**src/design/bps_pkg.sv**
```systemverilog
// Shared types and constants for the buzzer pattern sequencer.
// No dependencies; every other design file refers to this package by scoped name.
package bps_pkg;

	localparam int unsigned CountW = 16;
	localparam int unsigned PhaseW = 3;
	localparam int unsigned PatW   = 2;
	localparam int unsigned ApbAw  = 3;
	localparam int unsigned ApbDw  = 32;

	// pattern codes
	localparam logic [PatW-1:0] PAT_OFF    = 2'd0;
	localparam logic [PatW-1:0] PAT_ONCE   = 2'd1;
	localparam logic [PatW-1:0] PAT_DOUBLE = 2'd2;
	localparam logic [PatW-1:0] PAT_BOOT   = 2'd3;

	// action codes
	localparam logic ACT_TICK    = 1'b0;
	localparam logic ACT_TRIGGER = 1'b1;

	// phase codes inside double and boot patterns
	localparam logic [PhaseW-1:0] PH_BEEP1 = 3'd0;
	localparam logic [PhaseW-1:0] PH_GAP1  = 3'd1;
	localparam logic [PhaseW-1:0] PH_BEEP2 = 3'd2;
	localparam logic [PhaseW-1:0] PH_GAP2  = 3'd3;
	localparam logic [PhaseW-1:0] PH_BEEP3 = 3'd4;

	// timing in ticks
	localparam logic [CountW-1:0] FIRST_TICK = 16'd1;
	localparam logic [CountW-1:0] BEEP_TICKS = 16'd5;
	localparam logic [CountW-1:0] GAP_TICKS  = 16'd10;

	// register word indexes and reset values
	localparam logic [ApbAw-3:0]  REG_ONCE_TICKS = 1'd0;
	localparam logic [CountW-1:0] ONCE_TICKS_RST = 16'd10;

	typedef struct packed {
		logic buzzer_on;
		logic busy_res;
	} result_t;

endpackage

```
**src/design/bps_if.sv**
```systemverilog
// Valid/ready channel interfaces: trigger/tick words in, buzzer status words out.
// Depends on bps_pkg for field widths.
interface bps_in_if;
	logic                       valid;
	logic                       ready;
	logic                       action;
	logic [bps_pkg::PatW-1:0]   pattern;

	modport source (output valid, action, pattern, input ready);
	modport sink   (input valid, action, pattern, output ready);
endinterface

interface bps_out_if;
	logic valid;
	logic ready;
	logic buzzer_on;
	logic busy_res;

	modport source (output valid, buzzer_on, busy_res, input ready);
	modport sink   (input valid, buzzer_on, busy_res, output ready);
endinterface

```
**src/design/bps_apb_regs.sv**
```systemverilog
// APB register bank: holds once_ticks.
// Depends on bps_pkg.
module bps_apb_regs (
	input  logic                         clk,
	input  logic                         arst_n,
	input  logic                         psel,
	input  logic                         penable,
	input  logic                         pwrite,
	input  logic [bps_pkg::ApbAw-1:0]    paddr,
	input  logic [bps_pkg::ApbDw-1:0]    pwdata,
	output logic [bps_pkg::ApbDw-1:0]    prdata,
	output logic                         pready,
	output logic [bps_pkg::CountW-1:0]   once_ticks
);

	logic [bps_pkg::CountW-1:0] once_ticks_q;
	logic [bps_pkg::ApbAw-3:0]  word_idx;
	logic                       wr_en;

	assign word_idx = paddr[bps_pkg::ApbAw-1:2];
	assign pready   = 1'b1;
	assign wr_en    = psel & penable & pwrite & pready;

	always_ff @(posedge clk or negedge arst_n) begin
		if (!arst_n) begin
			once_ticks_q <= bps_pkg::ONCE_TICKS_RST;
		end else if (wr_en && word_idx == bps_pkg::REG_ONCE_TICKS) begin
			once_ticks_q <= pwdata[bps_pkg::CountW-1:0];
		end
	end

	always_comb begin
		prdata = '0;
		if (word_idx == bps_pkg::REG_ONCE_TICKS) begin
			prdata = {{(bps_pkg::ApbDw - bps_pkg::CountW){1'b0}}, once_ticks_q};
		end
	end

	assign once_ticks = once_ticks_q;

endmodule

```
**src/design/bps_seq_core.sv**
```systemverilog
// Pattern state machine: per accepted word computes next state and the result word.
// Depends on bps_pkg.
module bps_seq_core (
	input  logic                         clk,
	input  logic                         arst_n,
	input  logic                         accept,
	input  logic                         action,
	input  logic [bps_pkg::PatW-1:0]     pattern,
	input  logic [bps_pkg::CountW-1:0]   once_ticks,
	output bps_pkg::result_t             result
);

	logic [bps_pkg::PatW-1:0]   pattern_q, pattern_d;
	logic [bps_pkg::CountW-1:0] count_q, count_d, count_inc;
	logic [bps_pkg::PhaseW-1:0] phase_q, phase_d, phase_inc;
	logic                       tone_q, tone_d;
	logic                       in_beep, in_gap, last_beep;

	assign count_inc = count_q + 1'b1;
	assign phase_inc = phase_q + 1'b1;

	always_comb begin
		in_beep   = 1'b0;
		in_gap    = 1'b0;
		last_beep = 1'b0;
		if (pattern_q == bps_pkg::PAT_DOUBLE) begin
			in_beep   = (phase_q == bps_pkg::PH_BEEP1) || (phase_q == bps_pkg::PH_BEEP2);
			in_gap    = (phase_q == bps_pkg::PH_GAP1);
			last_beep = (phase_q == bps_pkg::PH_BEEP2);
		end else if (pattern_q == bps_pkg::PAT_BOOT) begin
			in_beep   = (phase_q == bps_pkg::PH_BEEP1) || (phase_q == bps_pkg::PH_BEEP2)
			         || (phase_q == bps_pkg::PH_BEEP3);
			in_gap    = (phase_q == bps_pkg::PH_GAP1) || (phase_q == bps_pkg::PH_GAP2);
			last_beep = (phase_q == bps_pkg::PH_BEEP3);
		end
	end

	always_comb begin
		pattern_d = pattern_q;
		count_d   = count_q;
		phase_d   = phase_q;
		tone_d    = tone_q;
		if (action == bps_pkg::ACT_TRIGGER) begin
			pattern_d = pattern;
			count_d   = '0;
			phase_d   = '0;
			tone_d    = 1'b0;
		end else if (pattern_q != bps_pkg::PAT_OFF) begin
			count_d = count_inc;
			if (pattern_q == bps_pkg::PAT_ONCE) begin
				if (count_inc == bps_pkg::FIRST_TICK) begin
					tone_d = 1'b1;
				end else if (count_inc >= once_ticks) begin
					tone_d    = 1'b0;
					pattern_d = bps_pkg::PAT_OFF;
				end
			end else if (in_beep) begin
				if (count_inc == bps_pkg::FIRST_TICK) begin
					tone_d = 1'b1;
				end else if (count_inc >= bps_pkg::BEEP_TICKS) begin
					tone_d = 1'b0;
					if (last_beep) begin
						pattern_d = bps_pkg::PAT_OFF;
					end else begin
						phase_d = phase_inc;
						count_d = '0;
					end
				end
			end else if (in_gap) begin
				if (count_inc >= bps_pkg::GAP_TICKS) begin
					phase_d = phase_inc;
					count_d = '0;
				end
			end
		end
	end

	always_ff @(posedge clk or negedge arst_n) begin
		if (!arst_n) begin
			pattern_q <= bps_pkg::PAT_OFF;
			count_q   <= '0;
			phase_q   <= '0;
			tone_q    <= 1'b0;
		end else if (accept) begin
			pattern_q <= pattern_d;
			count_q   <= count_d;
			phase_q   <= phase_d;
			tone_q    <= tone_d;
		end
	end

	// result reflects the state after this word
	assign result.buzzer_on = tone_d;
	assign result.busy_res  = (pattern_d != bps_pkg::PAT_OFF);

	a_trigger_clears: assert property (@(posedge clk) disable iff (!arst_n)
		accept && action == bps_pkg::ACT_TRIGGER |=> count_q == '0 && phase_q == '0 && !tone_q)
		else $error("trigger did not clear sequencer state");

	a_tone_needs_pattern: assert property (@(posedge clk) disable iff (!arst_n)
		tone_q |-> pattern_q != bps_pkg::PAT_OFF)
		else $error("tone on while idle");

	a_phase_range: assert property (@(posedge clk) disable iff (!arst_n)
		phase_q <= bps_pkg::PH_BEEP3)
		else $error("phase beyond last beep");

endmodule

```
**src/design/bps_out_skid.sv**
```systemverilog
// Two-entry output buffer (result register plus skid) for the status channel.
// Depends on bps_pkg.
module bps_out_skid (
	input  logic               clk,
	input  logic               arst_n,
	input  logic               push,
	input  bps_pkg::result_t   push_data,
	output logic               push_ready,
	output logic               out_valid,
	input  logic               out_ready,
	output bps_pkg::result_t   out_data
);

	logic             main_valid_q, skid_valid_q;
	bps_pkg::result_t main_q, skid_q;
	logic             pop;

	assign push_ready = !skid_valid_q;
	assign pop        = main_valid_q && out_ready;

	always_ff @(posedge clk or negedge arst_n) begin
		if (!arst_n) begin
			main_valid_q <= 1'b0;
			skid_valid_q <= 1'b0;
		end else begin
			if (pop) begin
				if (skid_valid_q) begin
					skid_valid_q <= 1'b0;
				end else begin
					main_valid_q <= push;
				end
			end else if (push) begin
				if (main_valid_q) begin
					skid_valid_q <= 1'b1;
				end else begin
					main_valid_q <= 1'b1;
				end
			end
		end
	end

	always_ff @(posedge clk) begin
		if (pop && skid_valid_q) begin
			main_q <= skid_q;
		end else if (push && (pop || !main_valid_q)) begin
			main_q <= push_data;
		end
		if (push && main_valid_q && !pop) begin
			skid_q <= push_data;
		end
	end

	assign out_valid = main_valid_q;
	assign out_data  = main_q;

	a_skid_order: assert property (@(posedge clk) disable iff (!arst_n)
		skid_valid_q |-> main_valid_q)
		else $error("skid entry held with empty result register");

endmodule

```
**src/design/buzzer_pattern_sequencer.sv**
```systemverilog
// Top level of the buzzer pattern sequencer: APB registers, pattern core, output buffer.
// Depends on bps_pkg, bps_if, bps_apb_regs, bps_seq_core, bps_out_skid.
//
//  channel  | dir | word fields          | accepted when
//  ---------+-----+----------------------+----------------------------
//  in_ch    | in  | action, pattern      | in_ch.valid & in_ch.ready
//  out_ch   | out | buzzer_on, busy_res  | out_ch.valid & out_ch.ready
//  apb      | in  | once_ticks @ 0x0     | psel & penable & pwrite
//
// One word per cycle while in_ch.ready is high: each accepted word updates the
// sequencer state in the same edge and its status word is registered into the
// output buffer (result register, or skid stage if the result register is held).
// in_ch.ready drops only when both output entries are full (result register
// and skid stage), i.e. after two words wait on a stalled out_ch.
// Reset (arst_n low, asynchronous): idle, silent, counter and phase zero,
// once_ticks = 10, output buffer empty.
module buzzer_pattern_sequencer (
	input  logic                         clk,
	input  logic                         arst_n,
	bps_in_if.sink                       in_ch,
	bps_out_if.source                    out_ch,
	input  logic                         psel,
	input  logic                         penable,
	input  logic                         pwrite,
	input  logic [bps_pkg::ApbAw-1:0]    paddr,
	input  logic [bps_pkg::ApbDw-1:0]    pwdata,
	output logic [bps_pkg::ApbDw-1:0]    prdata,
	output logic                         pready
);

	logic [bps_pkg::CountW-1:0] once_ticks;
	logic                       in_accept;
	logic                       buf_ready;
	bps_pkg::result_t           core_result;
	bps_pkg::result_t           out_word;

	bps_apb_regs u_regs (
		.clk        (clk),
		.arst_n     (arst_n),
		.psel       (psel),
		.penable    (penable),
		.pwrite     (pwrite),
		.paddr      (paddr),
		.pwdata     (pwdata),
		.prdata     (prdata),
		.pready     (pready),
		.once_ticks (once_ticks)
	);

	// word enters the core only when the buffer has room for its status
	assign in_ch.ready = buf_ready;
	assign in_accept   = in_ch.valid && buf_ready;

	bps_seq_core u_core (
		.clk        (clk),
		.arst_n     (arst_n),
		.accept     (in_accept),
		.action     (in_ch.action),
		.pattern    (in_ch.pattern),
		.once_ticks (once_ticks),
		.result     (core_result)
	);

	bps_out_skid u_buf (
		.clk        (clk),
		.arst_n     (arst_n),
		.push       (in_accept),
		.push_data  (core_result),
		.push_ready (buf_ready),
		.out_valid  (out_ch.valid),
		.out_ready  (out_ch.ready),
		.out_data   (out_word)
	);

	assign out_ch.buzzer_on = out_word.buzzer_on;
	assign out_ch.busy_res  = out_word.busy_res;

endmodule
```
**src/flat_wrapper.sv**
```systemverilog
// flat-port wrapper written by rule: the top's interface ports become plain ports
module buzzer_pattern_sequencer_flat 
  (clk, arst_n, psel, penable, pwrite, paddr, pwdata, prdata, pready, in_ch_valid, in_ch_action, in_ch_pattern, in_ch_ready, out_ch_valid, out_ch_buzzer_on, out_ch_busy_res, out_ch_ready);
  bps_in_if in_ch_i ();
  bps_out_if out_ch_i ();
  input  logic clk;
  input  logic arst_n;
  input  logic psel;
  input  logic penable;
  input  logic pwrite;
  input  logic [bps_pkg::ApbAw-1:0] paddr;
  input  logic [bps_pkg::ApbDw-1:0] pwdata;
  output logic [bps_pkg::ApbDw-1:0] prdata;
  output logic pready;
  input wire logic [$bits(in_ch_i.valid)-1:0] in_ch_valid;
  input wire logic [$bits(in_ch_i.action)-1:0] in_ch_action;
  input wire logic [$bits(in_ch_i.pattern)-1:0] in_ch_pattern;
  output wire logic [$bits(in_ch_i.ready)-1:0] in_ch_ready;
  output wire logic [$bits(out_ch_i.valid)-1:0] out_ch_valid;
  output wire logic [$bits(out_ch_i.buzzer_on)-1:0] out_ch_buzzer_on;
  output wire logic [$bits(out_ch_i.busy_res)-1:0] out_ch_busy_res;
  input wire logic [$bits(out_ch_i.ready)-1:0] out_ch_ready;
  assign in_ch_i.valid = in_ch_valid;
  assign in_ch_i.action = in_ch_action;
  assign in_ch_i.pattern = in_ch_pattern;
  assign in_ch_ready = in_ch_i.ready;
  assign out_ch_valid = out_ch_i.valid;
  assign out_ch_buzzer_on = out_ch_i.buzzer_on;
  assign out_ch_busy_res = out_ch_i.busy_res;
  assign out_ch_i.ready = out_ch_ready;
  buzzer_pattern_sequencer u_core (.clk(clk), .arst_n(arst_n), .in_ch(in_ch_i), .out_ch(out_ch_i), .psel(psel), .penable(penable), .pwrite(pwrite), .paddr(paddr), .pwdata(pwdata), .prdata(prdata), .pready(pready));
endmodule
```
**config.mk**
```make
export PLATFORM = sky130hd
export DESIGN_NAME = buzzer_pattern_sequencer_flat
export DESIGN_NICKNAME = d
export VERILOG_FILES = /design/src/design/bps_pkg.sv /design/src/design/bps_if.sv /design/src/design/bps_apb_regs.sv /design/src/design/bps_seq_core.sv /design/src/design/bps_out_skid.sv /design/src/design/buzzer_pattern_sequencer.sv /design/src/flat_wrapper.sv
export SDC_FILE = /design/constraint.sdc
export NUM_CORES = 1
export LEC_CHECK = 0
export ABC_CLOCK_PERIOD_IN_PS = 3400
export BUFFER_PORTS_ARGS = -buffer_cell sky130_fd_sc_hd__buf_2
export CORE_UTILIZATION = 30
export DETAILED_ROUTE_END_ITERATION = 10
export PLACE_DENSITY = 0.57
export RECOVER_POWER = 100
export SLEW_MARGIN = 15
export SYNTH_ARGS = -nofsm -noshare
export SYNTH_HDL_FRONTEND = slang
export SYNTH_SLANG_ARGS = --single-unit
```
**constraint.sdc**
```tcl
create_clock -name clk -period 3.4 [get_ports clk]
set_input_delay 0.51 -clock clk [delete_from_list [all_inputs] [get_ports clk]]
set_output_delay 0.51 -clock clk [all_outputs]
set_load 0.02 [all_outputs]
```
==> key figures <==
Run status
  • Outcome: finished with violations
  • Violations in the final reports: max-capacitance violations, max-slew violations

Job
  • Reported max-cap violation count: 1

CTS
  • Total number of clock tree sinks: 44
  • CTS root buffer: sky130_fd_sc_hd__clkbuf_8
  • CTS H-tree lvls: 2
  • Clk Latency, worst-skew pair: 0.30 ns
  • Clk pin slew, worst setup/hold paths: 0.09 ns
  • CTS buffer count: 5
  • Buffers from clock root to sink, at most: 2
  • CTS tree: yes

Worst hold path
  • Hold path start: out_ch_ready
  • Hold WC Path Type: primary input to register

Synth
  • Top_reg_cell synth: sky130_fd_sc_hd__dfrtp_1
  • Mean instance size in the synthesized netlist: 8.94 um2
  • Compound-gate portion of the synthesized area: 15.0%
  • Basic-gate share of the synthesized area counting and, or, nand and nor cells: 20.2%
  • Yosys Warn Count: 0
  • Count of cell types in the netlist: 62
  • Async set-or-reset flop fraction in the synthesized netlist: 90.9%
  • Area share of xor/xnor cells in the synthesized design: 4.02%
  • Number of synthesized flops with an enable pin: 4
  • Number of instances in the synthesized netlist: 366
  • Portion of netlist area occupied by mux cells: 7.04%
  • Arithmetic-cell share of the synthesized area counting full adders, half adders and majority gates: 8.80%
  • Largest family of logic cells by synthesized area: simple AND/OR/NAND/NOR gates
  • Seq/Total Area, Yosys: 34.4%
  • Post-Synthesis Cell Area: 0.00327 mm2
  • Number of storage elements in the synthesis netlist: 44

STA
  • Clock skew after layout: 0.00574 ns
  • RSZ-0062 raised after global routing: false
  • Final hold slack: 0.416 ns
  • Worst-margin pin slew: 2.27 ns
  • Setup-failing EPs final: 0
  • Slack of the critical path: 0.205 ns
  • Max-slew violation total from the final report: 41
  • Fmax: 313 MHz
  • Worst relative slew slack: -51.7%
  • Fin. Hold Viols: 0
  • Time the worst path needs with I/O delays and setup: 3.19 ns
  • Share of the clock period used by the worst path: 94.0%

Placed design
  • Pre-CTS WS: -0.0379 ns
  • # port buffers: 46
  • Routability congestion estimate: 0.774
  • Post-detailed-placement half-perimeter wirelength: 5710 um

Floorplanning
  • Starting Density: 31.3%
  • Area of the die: 0.0113 mm2
  • Count of standard-cell rows: 37
  • I/O Pins: 82
  • Area of the placeable core: 0.0105 mm2
  • Vertical die dimension: 106 um
  • Die width: 106 um

Drt
  • First-pass detailed-route iteration total: 4
  • Total length of routed wires: 7630 um
  • Drt wl/cell: 13.6 um
  • Post-route antenna net violation count: 0
  • Number of vias per cell after detailed routing: 4.92
  • Number of DRC violations after detailed-routing iteration 0: 80
  • Residual DRC: 0
  • Via total after detailed routing: 2763

GRT
  • First-pass GRT wire length: 12800 um
  • Initial antenna violation count: 0
  • Overall routing resource usage: 14.1%
  • Number of global-route vias before repair: 2592
  • Total overflow reported by the global router: 0
  • Largest net degree at the start of global routing: 41

Critical path
  • Type of the worst setup path: register to register
  • Largest stage delay on the critical path: 0.42 ns
  • Worst reg-to-reg setup slack: 0.21 ns
  • Slowest CP cell: sky130_fd_sc_hd__dfrtp_2
  • Launch point of the worst path: u_core.u_core.count_q[0]
  • Data arrival time of the critical path: 3.22 ns
  • Crit end category: register
  • CP Buf/Inv Count: 1
  • List of cells traversed by the critical path: ha_2 > nand3_2 > or3_1 > nor2_1 > xor2_1 > ha_1 > and4_1 > nand4_1 > nor3_2 > buf_4 > nor4b_2 > a211oi_2 > a41oi_2
  • Launch instance of the worst register-to-register path: u_core.u_core.count_q[0]
  • Crit path max-delay family: simple AND/OR/NAND/NOR gates
  • Critical Path Fanout Max: 5
  • Critical Path Start Type: register
  • Required time reported for the critical path endpoint: 3.43 ns

Layout
  • Fraction of final layout cells with drive strength greater than 1: 24.2%
  • Final net count: 493
  • Most common library cell in the layout ignoring fill and taps: sky130_fd_sc_hd__nand2_1
  • Number of antenna diodes: 0
  • Fill count: 1128
  • Area growth from synthesis to layout: 16.6%
  • Most frequent cells in the layout: 42 x sky130_fd_sc_hd__nand2_1, 37 x sky130_fd_sc_hd__dfrtp_1, 32 x sky130_fd_sc_hd__inv_1

Power and ir drop
  • Total power per unit cell area: 495 mW/mm2
  • Leakage power of the design: 1.75 nW
  • Maximum ir drop on the vdd rail: 0.289 mV
## final timing paths
| path | to | cells after the start |
|---|---|---|
| hold reg to reg | u_core.u_regs.once_ticks[9] | 1 |
| max in group asynchronous | u_core.u_core.count_q[0] | 1 |
| hold / removal | u_core.u_buf.skid_valid_q | 2 |
| setup / recovery | u_core.u_buf.out_data[0] | 13 |
| setup reg to reg | u_core.u_buf.out_data[0] | 13 |
| min in group asynchronous | u_core.u_buf.skid_valid_q | 1 |
## final cells by class
type,instances,area (um2),share of cell area (%)
inverter,32,120,3.15
clock inverter,1,7.51,0.197
tap,136,170,4.46
sequential,44,1120,29.5
clock buffer,7,86.3,2.26
multi-input combinational,269,1910,50.0
timing repair buffer,73,398,10.4
## sequential cells by signal, summed over array words and instances, names as in the netlist
signal,flops
u_core.u_core.phase_q,3
u_core.u_core.tone_q,1
u_core.u_core.pattern_q,2
u_core.u_buf.skid_valid_q,1
u_core.u_buf.skid_q,2
u_core.u_buf.out_data,2
u_core.u_regs.once_ticks,16
u_core.u_buf.out_valid,1
u_core.u_core.count_q,16
## stage by stage
stage                     instances  util, %  setup TNS (ns)  cell area [um2]  power, mW
after detailed placement        551     35.2         -0.0379             3690       1.53
after floorplan                 381        -               0             3330       1.30
after global placement          551     35.2               0             3690       1.50
final                           562     36.4               0             3810       1.89
after CTS                       559     36.2               0             3790       1.89
after global routing            562     36.4               0             3810       2.04
## report_power, final
part	internal, mW	switching [mW]	total (mW)
registers	0.648	0.0938	0.741
clock network	0.165	0.185	0.351
logic	0.298	0.496	0.794
total	1.11	0.775	1.89
## synth_stat cells (3+ instances only)
master | instances | share of area, %
sky130_fd_sc_hd__inv_1 | 32 | 3.7
sky130_fd_sc_hd__o22ai_1 | 4 | 0.76
sky130_fd_sc_hd__nor2b_1 | 5 | 0.96
sky130_fd_sc_hd__nand2_1 | 41 | 4.7
sky130_fd_sc_hd__clkbuf_1 | 11 | 1.3
sky130_fd_sc_hd__nor3_1 | 11 | 1.7
sky130_fd_sc_hd__nand4_1 | 6 | 1.1
sky130_fd_sc_hd__mux2_2 | 16 | 5.5
sky130_fd_sc_hd__dfrtp_1 | 38 | 29
sky130_fd_sc_hd__and3_1 | 3 | 0.57
sky130_fd_sc_hd__o21ai_2 | 7 | 1.9
sky130_fd_sc_hd__buf_4 | 17 | 3.9
sky130_fd_sc_hd__ha_1 | 23 | 8.8
sky130_fd_sc_hd__nor2_1 | 28 | 3.2
sky130_fd_sc_hd__o21ai_0 | 9 | 1.4
sky130_fd_sc_hd__nand3_1 | 14 | 2.1
sky130_fd_sc_hd__buf_2 | 5 | 0.76
sky130_fd_sc_hd__xor2_1 | 5 | 1.3
sky130_fd_sc_hd__mux2i_1 | 5 | 1.5
sky130_fd_sc_hd__a31oi_1 | 5 | 0.96
sky130_fd_sc_hd__or3_1 | 3 | 0.57
sky130_fd_sc_hd__edfxtp_1 | 4 | 3.7
sky130_fd_sc_hd__a21oi_1 | 8 | 1.2
sky130_fd_sc_hd__xnor2_1 | 10 | 2.7
sky130_fd_sc_hd__o31ai_1 | 4 | 0.92
sky130_fd_sc_hd__nor4_1 | 4 | 0.76
## per-layer routing
layer,wire [um],global-route usage (%),part of all wire (%)
met5,0,0,0
met2,3670,23.3,48
met1,3590,19.4,47
met3,319,2.21,4.2
met4,57,2.94,0.75
## kinds of logic (layout without fill, tap and decap cells)
logic type      Yosys count  count (layout)
simple gates            132             132
buf+inv                  68             113
compound gates           61              61
flops                    44              44
fa+ha+maj                23              23
mux                      21              21
xor+xnor                 15              15
other cells               2              17
## timing repair
action | 4_1_cts | 5_1_grt
hold buffers | 0 | 0
setup endpoints to repair | 1 | 5
setup buffers | 0 | 3
pin swaps | 0 | 2
gates resized for setup | 2 | 14
gates cloned | 0 | 0
(Power assumes the default switching activity.)
